**src/rtl/s2dconv_pkg.sv**
```systemverilog
// Shared types, constants and helper functions for the strided RGB convolution block.
package s2dconv_pkg;

  localparam int S2D_QDEPTH   = 4;
  localparam int KSIZE        = 5;
  localparam int TAPS         = KSIZE * KSIZE;
  localparam int IMG_MAX      = 64;

  // Configuration register indexes
  localparam logic [2:0] CFG_WIDTH  = 3'd0;
  localparam logic [2:0] CFG_HEIGHT = 3'd1;
  localparam logic [2:0] CFG_STRIDE = 3'd2;
  localparam logic [2:0] CFG_BORDER = 3'd3;
  localparam logic [2:0] CFG_SCALE  = 3'd4;
  localparam logic [2:0] CFG_OFFSET = 3'd5;

  // Input item kinds
  localparam logic [1:0] KIND_PIXEL = 2'd0;
  localparam logic [1:0] KIND_COEF  = 2'd1;
  localparam logic [1:0] KIND_CONV  = 2'd2;

  typedef enum logic [1:0] {
    BM_CLAMP  = 2'd0,
    BM_WRAP   = 2'd1,
    BM_MIRROR = 2'd2,
    BM_ZERO   = 2'd3
  } border_t;

  typedef enum logic [1:0] {
    OP_PIXEL = 2'd0,
    OP_COEF  = 2'd1,
    OP_CONV  = 2'd2
  } op_t;

  typedef struct packed {
    op_t                op;
    logic [5:0]         col;
    logic [5:0]         row;
    logic [4:0]         coef_index;
    logic signed [15:0] coef_value;
    logic [23:0]        rgb;
  } cmd_t;

  typedef struct packed {
    logic [6:0]         width;
    logic [6:0]         height;
    logic [3:0]         stride;
    border_t            mode;
    logic signed [15:0] scale;
    logic signed [15:0] offset;
  } cfg_t;

  typedef struct packed {
    logic       ok;
    logic [5:0] idx;
  } map_t;

  // Clamp a configured size to 1..IMG_MAX
  function automatic logic [6:0] eff_size(logic [6:0] v);
    logic [6:0] r;
    r = v;
    if (v == 7'd0) r = 7'd1;
    else if (v > 7'(IMG_MAX)) r = 7'(IMG_MAX);
    return r;
  endfunction

  // Step a residue modulo md by one
  function automatic logic [6:0] mod_inc(logic [6:0] m, logic [6:0] md);
    logic [6:0] n;
    n = m + 7'd1;
    return (n == md) ? 7'd0 : n;
  endfunction

  // Move a residue two steps back, modulo md
  function automatic logic [6:0] mod_back2(logic [6:0] r, logic [6:0] md);
    logic signed [8:0] t;
    t = $signed({2'b00, r}) - 9'sd2;
    if (t < 0) t = t + $signed({2'b00, md});
    if (t < 0) t = t + $signed({2'b00, md});
    return t[6:0];
  endfunction

  // Map a raw source coordinate into the image per border mode
  function automatic map_t map_coord(logic signed [10:0] c, logic [6:0] m,
                                     logic [6:0] sz, logic [6:0] md, border_t mode);
    map_t r;
    logic signed [10:0] csz;
    csz = $signed({4'b0000, sz});
    r.ok = 1'b1;
    r.idx = c[5:0];
    if (!(c >= 0 && c < csz)) begin
      case (mode)
        BM_WRAP:   r.idx = m[5:0];
        BM_MIRROR: begin
          if (m >= sz) r.idx = 6'(md - m);
          else r.idx = m[5:0];
        end
        BM_ZERO:   r.ok = 1'b0;
        default:   r.idx = (c < 0) ? 6'd0 : 6'(sz - 7'd1);
      endcase
    end
    return r;
  endfunction

endpackage

```
**src/rtl/s2dconv_queue.sv**
```systemverilog
// Command queue between the front end and the compute engine.
module s2dconv_queue import s2dconv_pkg::*; #(
  parameter int DEPTH = S2D_QDEPTH
) (
  input  logic clk,
  input  logic rst_n,
  input  logic push,
  input  cmd_t push_cmd,
  output logic full,
  input  logic pop,
  output logic valid,
  output cmd_t head
);

  localparam int AW = (DEPTH > 1) ? $clog2(DEPTH) : 1;
  localparam int CW = $clog2(DEPTH + 1);

  cmd_t          buf_r [DEPTH];
  logic [AW-1:0] wp_r, wp_nxt, rp_r, rp_nxt;
  logic [CW-1:0] cnt_r, cnt_nxt;

  assign full  = (cnt_r == CW'(DEPTH));
  assign valid = (cnt_r != '0);
  assign head  = buf_r[rp_r];

  always_comb begin
    wp_nxt  = wp_r;
    rp_nxt  = rp_r;
    cnt_nxt = cnt_r;
    if (push) begin
      wp_nxt = (wp_r == AW'(DEPTH - 1)) ? '0 : wp_r + AW'(1);
    end
    if (pop) begin
      rp_nxt = (rp_r == AW'(DEPTH - 1)) ? '0 : rp_r + AW'(1);
    end
    if (push && !pop) cnt_nxt = cnt_r + CW'(1);
    else if (pop && !push) cnt_nxt = cnt_r - CW'(1);
  end

  always_ff @(posedge clk) begin
    if (!rst_n) begin
      wp_r  <= '0;
      rp_r  <= '0;
      cnt_r <= '0;
    end else begin
      wp_r  <= wp_nxt;
      rp_r  <= rp_nxt;
      cnt_r <= cnt_nxt;
    end
  end

  always_ff @(posedge clk) begin
    if (push) buf_r[wp_r] <= push_cmd;
  end

endmodule

```
**config.mk**
```make
export PLATFORM = sky130hd
export DESIGN_NAME = s2dconv_queue
export DESIGN_NICKNAME = d
export VERILOG_FILES = /design/src/rtl/s2dconv_pkg.sv /design/src/rtl/s2dconv_queue.sv
export SDC_FILE = /design/constraint.sdc
export NUM_CORES = 1
export LEC_CHECK = 0
export ABC_AREA = 1
export BUFFER_PORTS_ARGS = -buffer_cell sky130_fd_sc_hd__buf_2
export CAP_MARGIN = 25
export CORE_ASPECT_RATIO = 1.2
export CORE_UTILIZATION = 50
export CTS_CLUSTER_DIAMETER = 100
export CTS_CLUSTER_SIZE = 10
export DETAILED_ROUTE_END_ITERATION = 7
export PLACE_DENSITY = 0.71
export RECOVER_POWER = 25
export REMOVE_ABC_BUFFERS = 1
export SYNTH_ARGS = -nofsm -noshare
export SYNTH_HDL_FRONTEND = slang
export SYNTH_SLANG_ARGS = --single-unit
```
**constraint.sdc**
```tcl
create_clock -name clk -period 2.6 [get_ports clk]
set_input_delay 0.52 -clock clk [delete_from_list [all_inputs] [get_ports clk]]
set_output_delay 0.52 -clock clk [all_outputs]
set_load 0.005 [all_outputs]
```
## Word level (Yosys, flattened, before mapping)

Memory sizes are Yosys's and may differ from the RTL's. A register that Yosys moved wholly into a read port is not among the register bits.
Cells that the tools add are included.

| storage, ports and cells | value |
|---|---|
| flip-flop bits (word level) | 7 |
| memory bits (writable) | 236 |
| output and inout bits | 61 |
| memories | 1 |
| word-level logic and storage cells | 25 |

| cells by class | value |
|---|---|
| muxes and demuxes | 8 |
| eq/ne operators | 3 |
| add/subtract/negate cells | 4 |
| reduce and logical (&&, ||, !) cells | 6 |

Memories:

| name | words | width | read ports | clocked after memory_dff | write ports | line | text |
|---|---|---|---|---|---|---|---|
| buf_r | 4 | 59 | 1 | 1 | 1 | s2dconv_queue.sv:18 | `cmd_t buf_r [DEPTH];` |

Operator list:

| kind | number |
|---|---|
| 2-to-1 mux 2 bit | 4 |
| 2-to-1 mux 3 bit | 2 |
| adder 2 x 1 -> 2 bit (second input constant) | 2 |
| == test 2 bit (second input constant) | 2 |
| adder 3 x 1 -> 3 bit (second input constant) | 1 |
| == test 3 bit (second input constant) | 1 |
| nonzero test 3 bit | 1 |
| subtractor 3 x 1 -> 3 bit (second input constant) | 1 |
| logical AND 1 bit | 2 |
| logical NOT 1 bit | 2 |
| 2-to-1 mux 1 bit | 2 |
| nonzero test 2 bit | 1 |

## Longest topological paths before layout

Gate-level depths: netlist (run 1).

| depth | value |
|---|---|
| depth after elaboration | 4 |
| gate-level depth with buffers | 10 |
| mapped depth without buffers | 10 |

## Worst setup path after synthesis (run 1)

Ideal clock, no wire load.

| timing path | value |
|---|---|
| path type | reg2reg |
| start | register wp_r[0] |
| end | memory buf_r[3][0] (netlist bit), enable pin |
| path buffers | 0 |
| slack | 0.448 ns |
| arrival | 1.739 ns |
| data required time | 2.187 ns |
| stages on the path, launching flop included | 4 |
| clock period less this slack | 2.152 ns |
| path through | dfxtp_1 > ha_1 > nand2_1 > inv_1 |

RTL lines:

| what | line | text |
|---|---|---|
| start, declared | s2dconv_queue.sv:19 | `logic [AW-1:0] wp_r, wp_nxt, rp_r, rp_nxt;` |
| start signal, assigned | s2dconv_queue.sv:46 | `wp_r <= wp_nxt;` |
| end, declared | s2dconv_queue.sv:18 |  |

No word-level cell before the write port.

==> results of run 1 <==
routing by layer:
layer	track usage (%)	share of wire [%]
met5	0	0
met4	5.67	1.6
met3	4.66	6.5
met2	36.2	52
met1	23.8	40
power breakdown:
part	switching [mW]	internal (mW)	leakage [nW]
logic	0.494	0.283	1.13
clock network	1.39	2.02	0.378
registers	0.0469	4.51	2.24
cells by family (layout without fill, tap and decap cells):
kind of cell	after synthesis	in the layout	share of synthesized area, %
AO/OA/AOI/OAI	183	183	10.8
buffers and inverters	53	202	3.08
XOR/XNOR	1	1	0.0954
other	0	1	0
flip-flops	245	245	79.2
adder cells (fa/ha/maj)	7	7	1.04
AND/OR/NAND/NOR	141	141	5.85
area by class of cell:
cell class / count / area [µm²]
Multi-Input combinational cell: 332 / 1630
Clock inverter: 2 / 23.8
Timing Repair Buffer: 134 / 752
Fill cell: 1364 / 6970
Sequential cell: 245 / 7270
Clock buffer: 50 / 783
Tap cell: 220 / 275
Antenna cell: 1 / 2.50
Inverter: 16 / 65.1
cells in the mapped netlist (all sizes together):
master	n
edfxtp	236
nand2	9
o21ai	121
inv	16
nor3	3
nand4	1
nor2	127
o22ai	59
xor2	1
ha	6
clkbuf	17
a21oi	3
nand3	1
fa	1
buf	20
dfxtp	9
cells in the final DEF (no fill, tap or decap):
| cell | instances |
|---|---|
| nand2_1 | 9 |
| fa_1 | 1 |
| clkbuf_16 | 28 |
| dfxtp_4 | 1 |
| clkinv_8 | 1 |
| inv_6 | 1 |
| clkinvlp_4 | 1 |
| nand3_1 | 1 |
| nor3_1 | 3 |
| buf_4 | 3 |
| nand4_1 | 1 |
| buf_2 | 86 |
| diode_2 | 1 |
| edfxtp_1 | 236 |
| inv_2 | 5 |
| a21oi_1 | 3 |
| clkbuf_1 | 59 |
| o22ai_1 | 59 |
| dfxtp_2 | 1 |
| buf_12 | 8 |
| o21ai_1 | 5 |
| ha_1 | 6 |
| dfxtp_1 | 7 |
| nor2_1 | 127 |
| o21ai_0 | 116 |
| xor2_1 | 1 |
| inv_1 | 10 |
critical path, cell delays in order (launching register included):
cell and delay, ns:
dfxtp_4 0.38, buf_12 0.37, o21ai_0 0.17, o22ai_1 0.24, buf_2 0.16
sequential cells by signal, summed over array words and instances, names as in the netlist, named ones only:
register  count
rp_r          2
cnt_r         3
buf_r       236
wp_r          2
worst min-delay path by stage:
stage	slack, ns	start	endpoint	depth (start not counted)
finish	0.22	push_cmd[4]	buf_r[0][4]	1
global route	0.21	push_cmd[46]	buf_r[1][46]	1
CTS	0.18	push_cmd[49]	buf_r[2][49]	1
detailed placement	0.53	wp_r[1]	wp_r[1]	2
global placement	0.50	wp_r[1]	wp_r[1]	2
floorplan	0.49	wp_r[1]	wp_r[1]	2
stage by stage:
step                      instance area, µm²  util, %  setup slack, ns  setup TNS, ns
after floorplan                         8960        -            -1.15         -67.74
after global placement                 10000     56.5            0.665              0
after CTS                              10800     61.0           0.0642              0
after global routing                   10800     60.8           0.0204              0
final                                  10800     60.8            0.154              0
after detailed placement               10000     56.5            0.628              0
==> summary.txt, run 1 <==
Finished Layout Cells = 1000
Post-CTS Setup Inserts = 0
Gr usage total = 20.0%
CP Max Fanout = 118
Cell variety after synth = 22
Fraction of layout cells with a size suffix above 1 = 17.3%
Pwr Total = 8.74 mW
DP Cell Count = 947
Vias in the first global route = 5642
Die height = 150 µm
First-pass GRT wire length = 29.0 mm
Sink Count = 245
Grt ovf = 0
CP arrival = 1.93 ns
Final setup viols = 0
Post_cts resized = 0
CTS tree = done
Syn Inst Count = 630
Max VDD drop = 476 µV
Root buffer cell = clkbuf_16
Buffers on Ports = 123
Internal reg-to-reg setup slack = 1.15 ns
Drt wl/cell = 18.8 µm
CTS Buffer Depth = 3
Residual DRC = 0
Area share of the largest cell type after synthesis = 77.2%
Largest cells by area after synthesis = edfxtp_1 77%, o21ai_0 6.3%, nor2_1 5.2%, o22ai_1 4.0%, dfxtp_1 2.0%
Tmin final = 2.45 ns
RSZ-0062 raised after global routing = no
Layout overhead on the synthesized area = 17.7%
Hold/Removal Path Class = input port to flip-flop
Number of vias per cell = 5.54
FF+latch count, synth = 245
Starting Density = 51.7%
Worst r2r path cells = 4
Core area = 0.0178 mm²
Period utilization = 94.1%
GP Congestion = 0.708
Status = completed
FF-to-FF Start = wp_r[0]
Antenna Nets Post-Route = 0
R2r endpoint = buf_r[3][39]
Largest area contributor in the netlist = edfxtp_1
Synth Warn # = 0
Post-Route WL = 18.8 mm
Initial antenna violation count = 1
Final Hold Fails = 0
Sequential-to-total area share from yosys stat = 79.2%
Cts hold-fix bufs = 0
Die ar. = 0.0189 mm²
Fin. max-slew vios = 0
Power Dens Cells = 809 mW/mm²
CTS clk-pin slew, worst paths = 0.05 ns
Synth Area per Inst = 14.6 µm²
Vias = 5539
Worst rel slew slack = 66.6%
Synthesized area = 0.00918 mm²
Rows = 53
Drt initial violations = 465
Kind of critical path = flip-flop to output pin
Number of max-cap violations = 0
Nets@finish = 827
Die Width = 126 µm
F_max = 409 MHz
HPWL after DPL = 10.4 mm
H-tree levels = 1
Worst Path Required = 2.08 ns
Skew-Pair Late Insertion Delay = 0.53 ns
Fin Clk Skew = 0.0237 ns
Leakage = 3.75 nW
Maximum number of pins on one net before global-route repair = 119
Least-Margin Pin Slew = 0.501 ns
Critical Path Sink = head[23]
First drt pass iteration count = 5
Io pins = 124
Worst-case hold slack = 0.223 ns
Critical Path Source Type = flip-flop
CTS buffer count = 28
CP Capture Type = output pin
Power figures use the tool's default switching activity.
==> run 2: changes to the inputs <==
Settings changed: ABC_AREA 1 to not set, CORE_MARGIN set to 1, PLACE_DENSITY 0.71 to 0.74.
Clock period 2.6 ns to 2.1 ns, I/O delays scaled along.
==> run 2 against run 1 <==
Compared with the run above: the flow now finishes with violations (setup timing); flip-flop and latch count is the same; first-iteration DRC count decreased by 50%; sequential share of layout area fell by 1.1 points; clock skew shrank 0.016 ns; routed wire length down 16%; highest routed layer unchanged.
==> summary.txt, run 2 <==
Largest cells by area after synthesis = edfxtp_1 79%, mux4_2 15%, dfxtp_1 2.0%, ha_1 0.84%, buf_12 0.45%
Worst-case hold slack = 0.123 ns
Drt initial violations = 232
Sink Count = 245
Maximum number of pins on one net before global-route repair = 60
Kind of critical path = flip-flop to output pin
Synth Area per Inst = 25.5 µm²
FF+latch count, synth = 245
Main combinational cell family by area after synthesis = multiplexers
Drt wl/cell = 20.8 µm
Power Dens Cells = 993 mW/mm²
DP Cell Count = 693
Hold/Removal Path Class = input port to flip-flop
Fin Clk Skew = 0.00779 ns
Met1 track demand over resource = 21.2%
Violated checks = setup timing
Final setup viols = 56
Die Width = 124 µm
Largest area contributor in the netlist = edfxtp_1
Residual DRC = 0
CP arrival = 1.86 ns
Finished Layout Cells = 755
Simple-Gate Fraction of Synth Area = 1.02%
CTS clk-pin slew, worst paths = 0.05 ns
Antenna Nets Post-Route = 0
CTS buffer count = 28
Rows = 53
Starting Density = 51.1%
Synthesized area = 0.00899 mm²
Io pins = 124
Vias in the first global route = 4549
Buffers on Ports = 123
Die height = 149 µm
F_max = 439 MHz
Post-synthesis mux area share = 15.2%
Leakage = 3.66 nW
Gr usage total = 17.0%
Least-Margin Pin Slew = 0.397 ns
Worst Path Required = 1.68 ns
Synth top cells by count = 236 x edfxtp_1, 59 x mux4_2, 9 x dfxtp_1
GRT busiest layer = met2
Most common cell after layout, fill and taps aside = edfxtp_1
Setup tns final = -7.59 ns
Synth Area in Compound Gates = 0.223%
Syn Inst Count = 353
Fraction of layout cells with a size suffix above 1 = 37.8%
First drt pass iteration count = 4
Max reg flops = 236
Max VDD drop = 722 µV
Layout overhead on the synthesized area = 22.2%
FF-to-FF Start = cnt_r[0]
Top Registers = buf_r (236), cnt_r (3)
Largest Register = buf_r
Cts hold-fix bufs = 0
Internal reg-to-reg setup slack = 0.48 ns
Critical Path Source Type = flip-flop
Status = finished with violations
CTS tree = done
Synth Warn # = 0
CP Max Fanout = 6
Antenna diodes = 0
Area share of the largest cell type after synthesis = 78.9%
Fin. max-slew vios = 0
Post-synth EDFFs = 236
Initial antenna violation count = 0
First-pass GRT wire length = 24.3 mm
RSZ-0062 raised after global routing = yes
Synth Area in XOR/XNOR = 0.195%
Cell variety after synth = 23
Worst rel slew slack = 73.5%
CTS Buffer Depth = 3
Root buffer cell = clkbuf_16
Met3 Use GR = 4.63%
Number of max-cap violations = 0
Adder-cell share of the synthesized area = 1.06%
Period utilization = 108%
Final Util = 62.5%
Core area = 0.0176 mm²
PnR worst setup slack = -0.177 ns
Number of vias per cell = 5.39
HPWL after DPL = 8.71 mm
Synth async-reset ratio = 0%
Pwr Total = 10.9 mW
Count leader, synth = edfxtp_1
Vias = 4068
Nets@finish = 583
CP Capture Type = output pin
Skew-Pair Late Insertion Delay = 0.51 ns
Grt ovf = 0
Post-Route WL = 15.7 mm
Most common flop cell mapped by yosys = edfxtp_1
Hold_sp = push_cmd[24]
GP Congestion = 0.720
H-tree levels = 1
Die ar. = 0.0185 mm²
GRT met2 Usage = 29.2%
Final Hold Fails = 0
Tmin final = 2.28 ns
Sequential-to-total area share from yosys stat = 80.9%
Most frequent cells in the layout = 236 x edfxtp_1, 77 x buf_2, 59 x mux4_2, 59 x clkbuf_1, 32 x clkbuf_16
[run 2: cell count changes after synthesis, sizes merged, moves of 5 or more]
cell and delta:
nor2b +5, and2 +5, mux4 +59, buf -10, nand2 -9, clkbuf -13, o21ai -120, o22ai -59
nor2 -126, inv -12
[run 2: report_power, final]
group	switching, mW	internal, mW	total (mW)	leakage (nW)
logic	0.449	0.508	0.957	1.04
registers	0.0620	5.60	5.66	2.24
clock network	1.72	2.57	4.29	0.383
total	2.24	8.67	10.9	3.66
[run 2: repair_timing]
action,4_1_cts,5_1_grt
endpoints found under the setup margin,59,59
buffers inserted,7,1
gates cloned,1,3
resized for setup,8,14
[run 2: worst paths after layout]
check	to	cells after the start
worst max register to register	cnt_r[2]	4
worst min register to register	cnt_r[2]	2
worst min-delay path	buf_r[1][24]	1
worst max-delay path	head[52]	4
[run 2: layout make-up]
class	count	area (µm²)
clock inverter	1	7.51
timing repair buffer	144	1000
tap	220	275
fill	1198	6590
clock buffer	51	808
inverter	4	15.0
multi-input combinational	90	1600
sequential	245	7270
[run 2: metal layers]
metal / up-vias / routed length (µm) / share of wire [%]
met5: - / 0 / 0
met4: 0 / 263 / 1.7
met3: 19 / 1050 / 6.7
met2: 117 / 7990 / 51
met1: 2107 / 6420 / 41
li1: 1825 / - / -
[run 2: cells by family (layout without fill, tap and decap cells)]
family / count (synthesis) / count (layout)
flip-flops: 245 / 245
multiplexers: 63 / 63
buffers and inverters: 18 / 200
AND/OR/NAND/NOR: 15 / 15
adder cells (fa/ha/maj): 7 / 7
AO/OA/AOI/OAI: 3 / 3
XOR/XNOR: 2 / 2
[run 2: critical path, stage by stage (launching register included)]
cell and delay [ns]:
dfxtp_4 0.38, buf_12 0.14, clkbuf_16 0.16, mux4_2 0.51, buf_6 0.14
[run 2: through the flow]
stage          instance area (µm²)  setup WS [ns]
2_1_floorplan                 8870          -1.51
3_3_place_gp                  9990          0.230
3_5_place_dp                  9990         0.0544
4_1_cts                      10900         -0.180
5_1_grt                      11000         -0.229
6_report                     11000         -0.177
